[config.mk]
export PLATFORM = sky130hd
export DESIGN_NAME = message_crc32_check
export DESIGN_NICKNAME = d
export VERILOG_FILES = /design/src/mcc_pkg.sv /design/src/mcc_front.sv /design/src/mcc_fifo.sv /design/src/mcc_back.sv /design/src/message_crc32_check.sv
export VERILOG_INCLUDE_DIRS = /design/src /design/src/src
export SDC_FILE = /design/constraint.sdc
export NUM_CORES = 1
export LEC_CHECK = 0
export BUFFER_PORTS_ARGS = -buffer_cell sky130_fd_sc_hd__buf_4
export CORE_MARGIN = 5
export CORE_UTILIZATION = 56
export DETAILED_ROUTE_END_ITERATION = 10
export GPL_TIMING_DRIVEN = 0
export PLACE_DENSITY_LB_ADDON = 0.15
export SLEW_MARGIN = 5
export SYNTH_ARGS = -nofsm -noshare
export SYNTH_HDL_FRONTEND = slang
export SYNTH_SLANG_ARGS = --single-unit
[constraint.sdc]
create_clock -name i_clk -period 4.16 [get_ports i_clk]
set_input_delay 0 -clock i_clk [delete_from_list [all_inputs] [get_ports i_clk]]
set_output_delay 0 -clock i_clk [all_outputs]
set_load 0.01 [all_outputs]
[src/message_crc32_check_defines.svh]
// assertion macros for the crc-32 message checker
`ifndef MESSAGE_CRC32_CHECK_DEFINES_SVH
`define MESSAGE_CRC32_CHECK_DEFINES_SVH

// same-cycle implication, checked outside reset
`define MCC_ASSERT_NOW(label, ante, cons, msg) \
    label: assert property (@(posedge i_clk) disable iff (!i_rst_n) (ante) |-> (cons)) \
        else $error(msg);

// next-cycle implication, checked outside reset
`define MCC_ASSERT_NEXT(label, ante, cons, msg) \
    label: assert property (@(posedge i_clk) disable iff (!i_rst_n) (ante) |=> (cons)) \
        else $error(msg);

`endif

[src/mcc_pkg.sv]
// types, constants and crc table function for the crc-32 message checker
`default_nettype none
package mcc_pkg;

    localparam logic [31:0] CRC_POLY      = 32'hEDB8_8320;
    localparam logic [31:0] CRC_INIT      = 32'hFFFF_FFFF;
    localparam logic [15:0] CRC_HEAD_END  = 16'd8;
    localparam logic [15:0] CRC_FIELD_END = 16'd12;
    localparam logic [15:0] COUNT_MAX     = 16'hFFFF;

    localparam int CFG_IDX_W = 2;
    localparam logic [CFG_IDX_W-1:0] CFG_HEADER_LENGTH      = 2'd0;
    localparam logic [CFG_IDX_W-1:0] CFG_MAX_MESSAGE_LENGTH = 2'd1;

    localparam logic [7:0]  HLEN_RESET = 8'd12;
    localparam logic [15:0] MAXL_RESET = 16'hFFFF;

    typedef struct packed {
        logic [7:0] data_byte;
        logic       end_of_message;
    } t_mcc_in;

    typedef struct packed {
        logic [31:0] crc_value;
        logic        size_valid;
        logic        crc_match;
    } t_mcc_out;

    // classified byte handed from front to back
    typedef struct packed {
        logic [7:0] data_byte;
        logic       covered;
        logic       cap_en;
        logic [1:0] cap_lane;
        logic       last;
        logic       size_valid;
    } t_mcc_op;

    function automatic logic [31:0] crc_table(input logic [7:0] idx);
        logic [31:0] v;
        v = {24'b0, idx};
        for (int i = 0; i < 8; i++) begin
            v = v[0] ? ((v >> 1) ^ CRC_POLY) : (v >> 1);
        end
        return v;
    endfunction

endpackage
`default_nettype wire

[src/mcc_front.sv]
// front end: byte position tracking, coverage and size classification
`default_nettype none
module mcc_front import mcc_pkg::*; (
    input  wire logic        i_clk,
    input  wire logic        i_rst_n,
    input  wire logic        i_push,
    input  wire t_mcc_in     i_item,
    input  wire logic        i_q_full,
    input  wire logic [7:0]  i_header_length,
    input  wire logic [15:0] i_max_message_length,
    output logic             o_op_valid,
    output t_mcc_op          o_op
);

    logic [15:0] r_count;
    logic [15:0] n_count;
    logic [16:0] w_length;
    logic        w_accept;

    assign w_accept = i_push && !i_q_full;
    assign w_length = {1'b0, r_count} + 17'd1;

    always_comb begin
        o_op.data_byte  = i_item.data_byte;
        o_op.covered    = (r_count < CRC_HEAD_END) || (r_count >= {8'b0, i_header_length});
        o_op.cap_en     = (r_count >= CRC_HEAD_END) && (r_count < CRC_FIELD_END);
        o_op.cap_lane   = r_count[1:0];
        o_op.last       = i_item.end_of_message;
        o_op.size_valid = (w_length >= {9'b0, i_header_length})
                       && (w_length <= {1'b0, i_max_message_length});
    end

    assign o_op_valid = w_accept;

    always_comb begin
        n_count = r_count;
        if (w_accept) begin
            if (i_item.end_of_message) begin
                n_count = '0;
            end else if (r_count != COUNT_MAX) begin
                n_count = r_count + 16'd1;
            end
        end
    end

    always_ff @(posedge i_clk) begin
        if (!i_rst_n) begin
            r_count <= '0;
        end else begin
            r_count <= n_count;
        end
    end

endmodule
`default_nettype wire

[src/mcc_fifo.sv]
// short queue of classified bytes between front and back
`default_nettype none
module mcc_fifo import mcc_pkg::*; #(
    parameter int DEPTH = 4
) (
    input  wire logic i_clk,
    input  wire logic i_rst_n,
    input  wire logic i_wr,
    input  wire t_mcc_op i_wdata,
    input  wire logic i_rd,
    output logic      o_full,
    output logic      o_valid,
    output t_mcc_op   o_rdata
);

    localparam int PTR_W = (DEPTH > 1) ? $clog2(DEPTH) : 1;
    localparam int CNT_W = $clog2(DEPTH + 1);
    localparam logic [PTR_W-1:0] PTR_LAST = PTR_W'(DEPTH - 1);
    localparam logic [CNT_W-1:0] CNT_FULL = CNT_W'(DEPTH);

    t_mcc_op          r_mem [DEPTH];
    logic [PTR_W-1:0] r_wptr;
    logic [PTR_W-1:0] r_rptr;
    logic [CNT_W-1:0] r_count;
    logic [PTR_W-1:0] n_wptr;
    logic [PTR_W-1:0] n_rptr;
    logic [CNT_W-1:0] n_count;

    assign o_full  = (r_count == CNT_FULL);
    assign o_valid = (r_count != '0);
    assign o_rdata = r_mem[r_rptr];

    always_comb begin
        n_wptr  = r_wptr;
        n_rptr  = r_rptr;
        n_count = r_count;
        if (i_wr) begin
            n_wptr = (r_wptr == PTR_LAST) ? '0 : r_wptr + PTR_W'(1);
        end
        if (i_rd) begin
            n_rptr = (r_rptr == PTR_LAST) ? '0 : r_rptr + PTR_W'(1);
        end
        if (i_wr && !i_rd) begin
            n_count = r_count + CNT_W'(1);
        end else if (!i_wr && i_rd) begin
            n_count = r_count - CNT_W'(1);
        end
    end

    always_ff @(posedge i_clk) begin
        if (i_wr) begin
            r_mem[r_wptr] <= i_wdata;
        end
    end

    always_ff @(posedge i_clk) begin
        if (!i_rst_n) begin
            r_wptr  <= '0;
            r_rptr  <= '0;
            r_count <= '0;
        end else begin
            r_wptr  <= n_wptr;
            r_rptr  <= n_rptr;
            r_count <= n_count;
        end
    end

endmodule
`default_nettype wire

[src/mcc_back.sv]
// back end: running crc, received crc capture and result register
`default_nettype none
module mcc_back import mcc_pkg::*; (
    input  wire logic i_clk,
    input  wire logic i_rst_n,
    input  wire logic i_op_valid,
    input  wire t_mcc_op i_op,
    input  wire logic i_pop,
    output logic      o_op_rd,
    output logic      o_empty,
    output t_mcc_out  o_result
);

    logic [31:0] r_crc;
    logic [31:0] r_rcv;
    logic        r_out_valid;
    t_mcc_out    r_out;
    logic [31:0] n_crc;
    logic [31:0] n_rcv;
    logic        n_out_valid;
    t_mcc_out    n_out;
    logic [31:0] w_crc_upd;
    logic [31:0] w_rcv_upd;
    logic [31:0] w_crc_fin;
    logic        w_out_take;

    assign w_out_take = r_out_valid && i_pop;
    assign o_op_rd    = i_op_valid && (!i_op.last || !r_out_valid || i_pop);
    assign o_empty    = !r_out_valid;
    assign o_result   = r_out;

    always_comb begin
        w_crc_upd = i_op.covered
                  ? (crc_table(r_crc[7:0] ^ i_op.data_byte) ^ (r_crc >> 8)) : r_crc;
        w_rcv_upd = r_rcv;
        if (i_op.cap_en) begin
            case (i_op.cap_lane)
                2'd0:    w_rcv_upd = r_rcv | {24'b0, i_op.data_byte};
                2'd1:    w_rcv_upd = r_rcv | {16'b0, i_op.data_byte, 8'b0};
                2'd2:    w_rcv_upd = r_rcv | {8'b0, i_op.data_byte, 16'b0};
                default: w_rcv_upd = r_rcv | {i_op.data_byte, 24'b0};
            endcase
        end
        w_crc_fin = i_op.size_valid ? ~w_crc_upd : 32'b0;
    end

    always_comb begin
        n_crc       = r_crc;
        n_rcv       = r_rcv;
        n_out       = r_out;
        n_out_valid = r_out_valid && !w_out_take;
        if (o_op_rd) begin
            if (i_op.last) begin
                n_crc            = CRC_INIT;
                n_rcv            = '0;
                n_out_valid      = 1'b1;
                n_out.crc_value  = w_crc_fin;
                n_out.size_valid = i_op.size_valid;
                n_out.crc_match  = i_op.size_valid && (w_rcv_upd == w_crc_fin);
            end else begin
                n_crc = w_crc_upd;
                n_rcv = w_rcv_upd;
            end
        end
    end

    always_ff @(posedge i_clk) begin
        r_out <= n_out;
    end

    always_ff @(posedge i_clk) begin
        if (!i_rst_n) begin
            r_crc       <= CRC_INIT;
            r_rcv       <= '0;
            r_out_valid <= 1'b0;
        end else begin
            r_crc       <= n_crc;
            r_rcv       <= n_rcv;
            r_out_valid <= n_out_valid;
        end
    end

endmodule
`default_nettype wire

[src/message_crc32_check.sv]
// top level of the crc-32 message checker
// input side is a queue: put a byte and its end flag on i_item with i_push;
// the transaction completes on a clock edge with i_push high and o_full low.
// result side is a single result register: while o_empty is low the result
// sits on o_result; it is taken on a clock edge with i_pop high.
// one result comes out for each byte flagged as end of message.
// configuration: i_cfg_valid with i_cfg_index and i_cfg_data, o_cfg_ready is
// always high; index 0 is the header length, index 1 the maximum length.
// throughput is one byte per cycle while a pending result does not hold a
// final byte in the queue; the byte-wise crc table update in the back end is
// the loop that sets it. when the queue is empty, o_empty falls once the last
// byte has passed front to queue and then queue to result register.
// when the receiver stalls the result register holds; further bytes keep
// flowing into the queue until it fills, then o_full rises.
// synchronous reset clears counters, crc state, queue and result valid flag, and
// restores the configuration defaults.
`default_nettype none
`include "message_crc32_check_defines.svh"
module message_crc32_check import mcc_pkg::*; #(
    parameter int QUEUE_DEPTH = 4
) (
    input  wire logic                 i_clk,
    input  wire logic                 i_rst_n,
    input  wire logic                 i_push,
    input  wire t_mcc_in              i_item,
    output logic                      o_full,
    input  wire logic                 i_pop,
    output logic                      o_empty,
    output t_mcc_out                  o_result,
    input  wire logic                 i_cfg_valid,
    output logic                      o_cfg_ready,
    input  wire logic [CFG_IDX_W-1:0] i_cfg_index,
    input  wire logic [31:0]          i_cfg_data
);

    logic [7:0]  r_header_length;
    logic [15:0] r_max_message_length;
    logic        w_q_full;
    logic        w_front_valid;
    t_mcc_op     w_front_op;
    logic        w_q_valid;
    t_mcc_op     w_q_op;
    logic        w_q_rd;

    assign o_cfg_ready = 1'b1;
    assign o_full      = w_q_full;

    always_ff @(posedge i_clk) begin
        if (!i_rst_n) begin
            r_header_length      <= HLEN_RESET;
            r_max_message_length <= MAXL_RESET;
        end else if (i_cfg_valid) begin
            case (i_cfg_index)
                CFG_HEADER_LENGTH:      r_header_length      <= i_cfg_data[7:0];
                CFG_MAX_MESSAGE_LENGTH: r_max_message_length <= i_cfg_data[15:0];
                default: ;
            endcase
        end
    end

    mcc_front u_front (
        .i_clk                (i_clk),
        .i_rst_n              (i_rst_n),
        .i_push               (i_push),
        .i_item               (i_item),
        .i_q_full             (w_q_full),
        .i_header_length      (r_header_length),
        .i_max_message_length (r_max_message_length),
        .o_op_valid           (w_front_valid),
        .o_op                 (w_front_op)
    );

    mcc_fifo #(
        .DEPTH (QUEUE_DEPTH)
    ) u_fifo (
        .i_clk   (i_clk),
        .i_rst_n (i_rst_n),
        .i_wr    (w_front_valid),
        .i_wdata (w_front_op),
        .i_rd    (w_q_rd),
        .o_full  (w_q_full),
        .o_valid (w_q_valid),
        .o_rdata (w_q_op)
    );

    mcc_back u_back (
        .i_clk      (i_clk),
        .i_rst_n    (i_rst_n),
        .i_op_valid (w_q_valid),
        .i_op       (w_q_op),
        .i_pop      (i_pop),
        .o_op_rd    (w_q_rd),
        .o_empty    (o_empty),
        .o_result   (o_result)
    );

    `MCC_ASSERT_NOW(a_match_needs_size, !o_empty && o_result.crc_match, o_result.size_valid, "crc match without valid size")
    `MCC_ASSERT_NOW(a_bad_size_zero_crc, !o_empty && !o_result.size_valid, o_result.crc_value == 32'b0, "nonzero crc on bad size")
    `MCC_ASSERT_NOW(a_full_has_data, w_q_full, w_q_valid, "queue full but no entry readable")
    `MCC_ASSERT_NEXT(a_rd_drains, w_q_valid && !w_q_op.last && !w_front_valid && !w_q_full, !w_q_full, "non-final byte not drained")

endmodule
`default_nettype wire
After elaboration in Yosys (flattened, before gate mapping)
Memory sizes are Yosys's and may differ from the RTL's. A register that Yosys moved wholly into a read port is not among the register bits.
Index checks and enable logic that the tools add are counted.
W data, S select, Z words.
Storage, ports and cells
  register bits after elaboration: 146
  memory bits (writable): 56
  bits of input ports: 48
  memories: 1
Memory list
  u_fifo.r_mem: depth 4, width 14, rd ports 1, clocked after Yosys merged registers in 1, write ports 1, line mcc_fifo.sv:21  | t_mcc_op r_mem [DEPTH];
Operators by class
  add/subtract/negate cells: 6
  magnitude comparators: 6
  equality and inequality tests: 8
  muxes and demuxes: 26
  bitwise logic cells: 15
  reduce and logical (&&, ||, !) cells: 27
Operators with widths (count)
  $mux W32: 13
  $not A13 Y14: 7
  $pmux W32 S3: 1
  $eq A32 B32 Y1: 1
  $lt A16 B4 Y1 const B: 2
  $mux W16: 2
  $not A32 Y32: 1
  $or A32 B16 Y32: 1
  $or A32 B24 Y32: 1
  $or A32 B32 Y32: 1
  $or A32 B8 Y32: 1
  $xor A32 B24 Y32: 1
  $add A16 B1 Y17 const B: 1
  $ge A17 B8 Y1: 1
  $le A17 B16 Y1: 1
  $add A16 B1 Y16 const B: 1
  $ge A16 B4 Y1 const B: 1
  $ge A16 B8 Y1: 1
  $ne A16 B16 Y1 const B: 1
  $not A1 Y14: 1
  $logic_and A1 B1 Y1: 9
  $mux W2: 4
  $reduce_and A2 Y1: 4
  $xor A8 B8 Y8: 1
  13 further kinds: 30

Logic depth before layout (Yosys ltp)
Gate-level depths: netlist of run 1.
  depth after elaboration: 23
  depth in mapped cells: 16

Cells and area by module
Synthesis of run 1 repeated with hierarchy kept, for this count alone.
Second synthesis, totals
  cell total of the unflattened synthesis: 1021
  area, all modules: 10938.0 µm²
By module, submodules not included
  mcc_back: instances 1, cells an instance 542, area each 5327.6 µm², seq. area each 2322.2 µm²
  mcc_fifo: instances 1, cells an instance 117, area each 2507.4 µm², seq. area each 1861.8 µm²
  mcc_front: instances 1, cells an instance 255, area each 2026.9 µm², seq. area each 320.3 µm²
  message_crc32_check: instances 1, cells an instance 107, area each 1076.0 µm², seq. area each 480.5 µm²

Least setup slack after synthesis of run 1
Ideal clock, no wire load.
  kind: reg-to-reg
  from: reg u_front.r_count[0]
  to: mem u_fifo.r_mem[0][0] (netlist name), data pin
  arrival: 3107 ps
  required time: 3973 ps
  setup slack: 866 ps
  cell stages (with the launch flop): 17
  buffers on the path: 1
  period minus slack after synthesis: 3294 ps
  path through: dfxtp_1 -> ha_1 -> nand3_1 -> nor2_1 -> and3_1 -> clkbuf_1 -> and3_1 -> and3_1 -> xor2_1 -> ha_1 -> a21o_1 -> a21oi_1 -> o21a_1 -> a41oi_1 -> nand2_1 -> o311ai_0 -> a31oi_1
RTL lines
  start: declaration: line mcc_front.sv:15  | logic [15:0] r_count;
  start signal: assignment: line mcc_front.sv:50  | r_count <= n_count;
  end: declaration: line mcc_fifo.sv:21

==> impl_metrics.yaml, run 1 <==
status:
  outcome: "finished, final reports clean"
global_route:
  grt_pass1_wl_mm: 39.1
  grt-ovfl-total: 0
  grt_usage_pct: 22.7
  grt_max_degree: 36
  busiest_layer: "met2"
  grt_pass1_vias: 7282
  met3_usage_pct: 3.80
  grt_antenna_before_repair: 0
  grt_util_met2_pct: 38.1
  globalRouteMet1Util_pct: 30.1
floorplanning:
  initial_core_util_pct: 56.9
  die_w_um: 145
  dieHeight_um: 145
  fp-row-count: 49
  io_pins: 85
  placeableCoreArea_um2: 18000
  dieArea_um2: 21100
logic_synthesis:
  ys_seq_area_share_pct: 48.8
  yosysWarnings: 0
  synth_common_cells: "dfxtp_1 (114), edfxtp_1 (90), a21oi_1 (82), nor2_1 (78), nand2_1 (72)"
  synth_largest_area_cell: "edfxtp_1"
  synth.most_common_cell: "dfxtp_1"
  synth_nets: 1048
  synth-seq-cells: 204
  synth_async_sr_flop_share_pct: 0
  synth-main-ff-cell: "dfxtp_1"
  synth.area.top_cells: "edfxtp_1 (26%), dfxtp_1 (22%), ha_1 (4.9%), xnor2_1 (4.9%), a21oi_1 (4.0%)"
  postSynthAreaPerCell_um2: 10.7
  syn_inst: 959
  yosysTopAreaCellShare_pct: 26.4
  synth_edf_count: 90
  netlist_area_um2: 10200
  synth.distinct_cells: 63
clock_network:
  htreeDepth: 1
  tritoncts: "yes"
  insertion_delay_ns: 0.50
  numCtsBuffers: 23
  clkSlewWorstSetupHoldPaths_ns: 0.06
  cts.sinks: 204
  cts_buffer_depth: 3
  cts_root_buffer: "clkbuf_16"
routing:
  drt-initial-drc-count: 414
  routed-via-count: 7444
  via_per_inst: 5.62
  wl_per_cell_um: 18.3
  ant_nets: 0
  dr.pass1.iters: 5
  wirelength_mm: 24.3
  drc_errors: 0
flow_run:
  cap_viol_max_count: 0
worst_setup_path:
  startpoint_type: "register"
  cp.arrival_ns: 4.29
  cp_top_family: "XOR/XNOR gates"
  path_cells: "buf_2, buf_2, mux4_2, xnor2_4, xnor2_1, xnor2_1, xnor2_1, nor2_1, a211oi_1, xor2_1, nand4_1, nor4_2"
  cp_common_cell: "xnor2_1"
  crit_type: "register to register"
  cp-end-kind: "register"
  cp_max_fo: 10
  crit_path_max_incr_delay_ns: 0.58
  slowest_stage: "a211oi_1"
  required_ns: 4.50
  crit_buf_inv: 2
placement:
  gp_congestion: 0.928
  numPortBuffers: 66
  place_hpwl_mm: 17.6
  dpl-instance-area_um2: 11000
timing:
  worst_slew_pin_slew_ns: 0.991
  clock.fmax_ghz: 0.253
  drv_slew: 0
  fin_crit_ns: 3.95
  min_period_over_period_pct: 95.0
  hold_violations: 0
  finalSetupTns_ns: 0
  rsz0062_at_grt: "no"
  slew_headroom_pct: 33.4
  fin_skew_ns: 0.0235
  setup_viol: 0
finish:
  design_area_um2: 12000
  fill_cells: 1414
  diodes: 0
  area_delta_synth_final_pct: 17.8
  drive_above_1_share_pct: 13.4
  finalNetCount: 1169
worst_hold_path:
  min_path_type: "primary input to register"
==> sequential cells by signal, summed over array words and instances, names as in the netlist, named ones only <==
name	count
r_header_length	8
r_max_message_length	16
u_back.o_result	34
u_back.r_crc	32
u_back.r_out_valid	1
u_back.r_rcv	32
u_fifo.r_count	3
u_fifo.r_mem	56
u_fifo.r_rptr	2
u_fifo.r_wptr	2
u_front.r_count	16
==> metal layers <==
layer	vias to the layer above	wire, um	part of all wire, %
met1	3527	10600	44
met2	210	11700	48
met4	0	828	3.4
met5	-	0	0
li1	3648	-	-
met3	59	1160	4.8
==> final timing paths <==
check / startpoint / to / slack (ns) / depth (start not counted)
worst max-delay path: register / u_back.o_result[0] / 0.21 / 12
worst min-delay path: i_cfg_index[0] / r_max_message_length[1] / 0.08 / 5
worst max register to register: register / u_back.o_result[0] / 0.21 / 12
worst min register to register: u_back.r_rcv[1] / u_back.r_rcv[1] / 0.47 / 2
==> cell usage in the layout, fill, tap and decap left out, types with 12 or more instances in the layout <==
| cell type | n |
|---|---|
| dfxtp_1 | 113 |
| dlygate4sd3_1 | 29 |
| nor2_1 | 77 |
| edfxtp_1 | 90 |
| xor2_1 | 42 |
| and2_1 | 14 |
| a211oi_1 | 18 |
| xnor2_1 | 57 |
| o21a_1 | 12 |
| clkbuf_16 | 23 |
| clkbuf_1 | 52 |
| o211ai_1 | 52 |
| inv_1 | 34 |
| nand2_1 | 72 |
| ha_1 | 40 |
| buf_4 | 68 |
| nor2b_1 | 37 |
| a21oi_1 | 82 |
==> repair_timing <==
item,in CTS,in global routing
endpoints found under the hold margin,61,0
gates resized for setup,1,3
setup endpoints to repair,4,5
hold buffers,29,0
buffers inserted,0,1
==> through the flow <==
| step | instances | util (%) | worst slack (ns) | hold WS [ns] |
|---|---|---|---|---|
| after floorplan | 959 | - | 0.866 | 0.0989 |
| after global placement | 1254 | 61.3 | 0.0503 | 0.202 |
| after detailed placement | 1254 | 61.3 | 0.0293 | 0.206 |
| after CTS | 1324 | 67.0 | 0.111 | 0.0663 |
| after global routing | 1325 | 67.0 | 0.0425 | 0.109 |
| final | 1325 | 67.0 | 0.206 | 0.0830 |
==> worst register-to-register path: stages (launching register included) <==
cell and delay, ns:
dfxtp_1 0.30, buf_2 0.19, buf_2 0.31, mux4_2 0.46, xnor2_4 0.45, xnor2_1 0.27
xnor2_1 0.36, xnor2_1 0.19, nor2_1 0.07, a211oi_1 0.58, xor2_1 0.21, nand4_1 0.14
nor4_2 0.27
==> cell families (layout without fill, tap and decap cells) <==
kind of cell | after synthesis | in the layout | share of synthesized area [%]
xor gates and xnor gates | 117 | 117 | 11.9
muxes | 23 | 23 | 3.93
AOI/OAI and AO/OA | 208 | 208 | 13.5
DFF | 204 | 204 | 48.8
buffers and inverters | 94 | 231 | 3.78
adders and majority gates | 41 | 41 | 5.09
other | 1 | 1 | 0.0367
and+or+nand+nor | 271 | 271 | 13.0
==> final cells by class <==
type	count	area (um^2)	share of cell area, %
multi-input combinational	661	4850	40.3
inverter	36	135	1.12
tap	229	287	2.38
buffer	58	253	2.10
timing repair buffer	96	793	6.59
sequential	204	4990	41.4
clock inverter	9	105	0.873
clock buffer	32	629	5.23
Power of run 1 is left out: the tool's default activity adds up to more than one toggle a clock period on the data nets, which glitch-free logic cannot reach.
==> run 2: changes to the inputs <==
CTS_BUF_LIST = sky130_fd_sc_hd__clkbuf_8   (was unset)
==> run 2 against run 1 <==
Utilization is 0.59 points lower; cell area is 0.87% lower; via count about the same; global-route usage up 0.27 points; first-iteration DRC count increased by 9.2%; critical path depth did not move; die area stayed put; final cell count rose by 1.6%.
==> impl_metrics.yaml, run 2 (same netlist as run 1, synthesis figures left out) <==
routing:
  ant_nets: 0
  met3_length_mm: 1.27
  via_per_inst: 5.53
  topRoutingLayerUsed: "met4"
  drt-initial-drc-count: 452
  wl_per_cell_um: 18.2
  wl_met1_mm: 10.6
  routed-via-count: 7449
  wirelength_mm: 24.5
  dr.pass1.iters: 6
  dr_wl_met2_mm: 11.8
  drc_errors: 0
timing:
  slew_headroom_pct: 32.8
  drv_slew: 0
  setup_viol: 0
  hold_ws_ns: 0.0868
  hold_violations: 0
  min_period_over_period_pct: 94.9
  setup_ws_ns: 0.211
  worst_slew_pin_slew_ns: 1.00
  clock.fmax_ghz: 0.253
  rsz0062_at_grt: "no"
  fin_skew_ns: 0.0277
  finalSetupTns_ns: 0
  fin_crit_ns: 3.95
global_route:
  grt-ovfl-total: 0
  grt_pass1_vias: 7389
  grt_usage_pct: 22.9
  grt_pass1_wl_mm: 39.4
  grt_max_degree: 36
  grt_antenna_before_repair: 0
worst_setup_path:
  crit_type: "register to register"
  cp_max_fo: 10
  cp.arrival_ns: 4.31
  startpoint_type: "register"
  cp-end-kind: "register"
  required_ns: 4.52
finish:
  regMostFlops: "u_fifo.r_mem"
  largest_reg_flops: 56
  diodes: 0
  drive_above_1_share_pct: 14.0
  finalNetCount: 1180
  layout_common_cells: "dfxtp_1 (113), edfxtp_1 (90), a21oi_1 (82)"
  fill_cells: 1448
  final_common_cell: "dfxtp_1"
  area_delta_synth_final_pct: 16.8
floorplanning:
  fp-row-count: 49
  placeableCoreArea_um2: 18000
  initial_core_util_pct: 56.9
  dieHeight_um: 145
  die_w_um: 145
  io_pins: 85
  dieArea_um2: 21100
placement:
  numPortBuffers: 66
  gp_congestion: 0.928
  place_hpwl_mm: 17.6
  place_ws_ns: 0.0293
status:
  outcome: "finished, final reports clean"
clock_network:
  cts_root_buffer: "clkbuf_8"
  numCtsBuffers: 35
  tritoncts: "yes"
  clkSlewWorstSetupHoldPaths_ns: 0.07
  cts_buffer_depth: 3
  htreeDepth: 2
  insertion_delay_ns: 0.53
  cts.sinks: 204
worst_hold_path:
  holdCritStartpoint: "i_cfg_index[0]"
  min_path_type: "primary input to register"
flow_run:
  cap_viol_max_count: 0
-- run 2: cell type report --
cell class / instances / area (um^2) / area share [%]
plain buffers: 58 / 253 / 2.12
multi-input cells: 661 / 4850 / 40.7
clock inverters: 26 / 130 / 1.09
clock buffers: 37 / 509 / 4.27
inverters: 36 / 135 / 1.13
flip-flops and latches: 204 / 4990 / 41.8
well taps: 229 / 287 / 2.40
repair buffers: 95 / 783 / 6.56
-- run 2: path summary, 6_finish.rpt --
check                            end  slack, ns  cells past startpoint
max               u_back.o_result[0]       0.21                     12
min          r_max_message_length[0]       0.09                      5
max reg2reg       u_back.o_result[0]       0.21                     12
min reg2reg         u_back.r_rcv[20]       0.47                      2
-- run 2: through the flow --
stage               instances  utilization [%]  cell area, um^2
floorplan                 959                -            10200
global placement         1254             61.3            11000
CTS                      1345             66.4            11900
detailed placement       1254             61.3            11000
finish                   1346             66.4            11900
global route             1346             66.4            11900
-- run 2: worst max-delay path, cell delays in order, from the launching register on --
cell	delay [ns]
dfxtp_1	0.30
buf_2	0.20
buf_2	0.31
mux4_2	0.47
xnor2_4	0.45
xnor2_1	0.26
xnor2_1	0.35
xnor2_1	0.19
nor2_1	0.07
a211oi_1	0.57
xor2_1	0.21
nand4_1	0.14
nor4_2	0.27
-- run 2: what timing repair did --
action / CTS / global route
setup endpoints to repair: 4 / 5
hold endpoints to repair: 61 / 0
hold buffers: 28 / 0
resized for setup: 1 / 3
setup buffers: 0 / 1
-- run 2: layer usage --
metal,up-vias,global-route usage [%]
met5,-,0
met4,0,9.47
met3,69,4.18
met2,221,37.9
met1,3478,29.8
li1,3681,-
Power of run 2 is left out for the same reason.
==> run 3: changes to the inputs <==
CORE_MARGIN = unset   (was 5)
CTS_BUF_LIST = unset   (was sky130_fd_sc_hd__clkbuf_8)
==> run 3 against run 2 <==
Sequential cell count did not move; cell area rose by 1.6%; global-route usage rose by 3.9 points; setup slack got worse by 0.0081 ns; sequential share of layout area fell by 0.64 points; final cell count fell by 1.6%; die area fell by 11%; register-to-register slack barely moved; worst hold slack improved by 0.029 ns; clock skew fell by 0.0053 ns; first-iteration DRC count rose by 13%; critical path type unchanged; critical endpoint unchanged.
==> impl_metrics.yaml, run 3 (same netlist as run 1, synthesis figures left out) <==
worst_setup_path:
  cp-end-kind: "register"
  cp.arrival_ns: 4.29
  startpoint_type: "register"
  path_cells: "buf_6, buf_12, mux4_2, xnor2_2, xnor2_2, xnor2_2, or4_1, o211ai_1, xor2_1, nand4_1, or4_1, nor4_2"
  required_ns: 4.49
  slowest_stage: "mux4_2"
  cp_common_cell: "xnor2_2"
  crit_type: "register to register"
  cp_max_fo: 10
  crit_path_max_incr_delay_ns: 0.63
floorplanning:
  die_w_um: 137
  placeableCoreArea_um2: 17900
  dieArea_um2: 18800
  io_pins: 85
  fp-row-count: 49
  dieHeight_um: 137
  initial_core_util_pct: 57.1
routing:
  routed-via-count: 7499
  via_per_inst: 5.66
  wl_per_cell_um: 18.6
  wirelength_mm: 24.6
  ant_nets: 0
  dr.pass1.iters: 7
  drt-initial-drc-count: 510
  drc_errors: 0
timing:
  hold_violations: 0
  setup_viol: 0
  slew_headroom_pct: 32.2
  worst_slew_pin_slew_ns: 1.01
  hold_ws_ns: 0.116
  fin_skew_ns: 0.0225
  drv_slew: 0
  min_period_over_period_pct: 95.1
  clock.fmax_ghz: 0.253
  finalSetupTns_ns: 0
  fin_crit_ns: 3.96
global_route:
  busiest_layer: "met2"
  grt_util_met2_pct: 45.8
  grt-ovfl-total: 0
  grt_max_degree: 36
  globalRouteMet1Util_pct: 34.2
  grt_pass1_wl_mm: 38.2
  met3_usage_pct: 3.33
  grt_usage_pct: 26.9
  grt_pass1_vias: 7125
  grt_antenna_before_repair: 0
flow_run:
  cap_viol_max_count: 0
finish:
  diodes: 0
  final_common_cell: "dfxtp_1"
  layout_common_cells: "dfxtp_1 (112), edfxtp_1 (90), a21oi_1 (82)"
  design_area_um2: 12100
  area_delta_synth_final_pct: 18.6
  drive_above_1_share_pct: 14.0
  regMostFlops: "u_fifo.r_mem"
  fill_cells: 1392
  finalNetCount: 1169
  largest_reg_flops: 56
clock_network:
  insertion_delay_ns: 0.52
  cts.sinks: 204
  htreeDepth: 1
  tritoncts: "yes"
  cts_root_buffer: "clkbuf_16"
  numCtsBuffers: 22
  cts_buffer_depth: 3
  clkSlewWorstSetupHoldPaths_ns: 0.06
placement:
  gp_congestion: 0.951
  dpl-instance-area_um2: 11000
  place_hpwl_mm: 17.4
  numPortBuffers: 66
status:
  outcome: "finished, final reports clean"
worst_hold_path:
  min_path_type: "primary input to register"
run 3: area by class of cell:
cell class	instances	area, um^2	share of cell area (%)
clock buffers	30	611	5.04
multi-input cells	661	4880	40.3
well taps	229	287	2.36
repair buffers	97	798	6.58
inverters	36	135	1.11
flip-flops and latches	204	4990	41.1
clock inverters	10	168	1.38
plain buffers	58	256	2.12
run 3: critical path: cells and delay by family (launching register included):
kind            cells  cell delay [ns]
buf+inv             2             0.30
compound gates      1             0.18
xor+xnor            4             1.10
mux                 1             0.63
simple gates        4             1.23
flops               1             0.32
run 3: metal layers:
metal	up-vias	share of wire (%)
li1	3654	-
met1	3566	43
met5	-	0
met3	66	3.8
met2	213	49
met4	0	4.2
run 3: path summary, 6_finish.rpt:
check	startpoint	to	slack (ns)	depth (start not counted)
max reg2reg	register	u_back.o_result[0]	0.20	12
max	register	u_back.o_result[0]	0.20	12
min	i_rst_n	r_max_message_length[14]	0.12	3
min reg2reg	u_back.r_rcv[12]	u_back.r_rcv[12]	0.47	2
run 3: what timing repair did:
item	CTS	global route
resized for setup	1	11
setup endpoints to repair	4	5
buffers inserted	0	3
hold endpoints to repair	61	0
pin swaps	0	1
hold buffers	28	0
run 3: stage by stage:
stage	setup slack (ns)	util [%]	std cells
floorplan	0.866	-	959
global placement	0.0342	61.5	1254
detailed placement	-0.0410	61.5	1254
CTS	0.00111	67.4	1322
global route	-0.00681	67.7	1325
finish	0.202	67.7	1325
Power of run 3 is left out for the same reason.
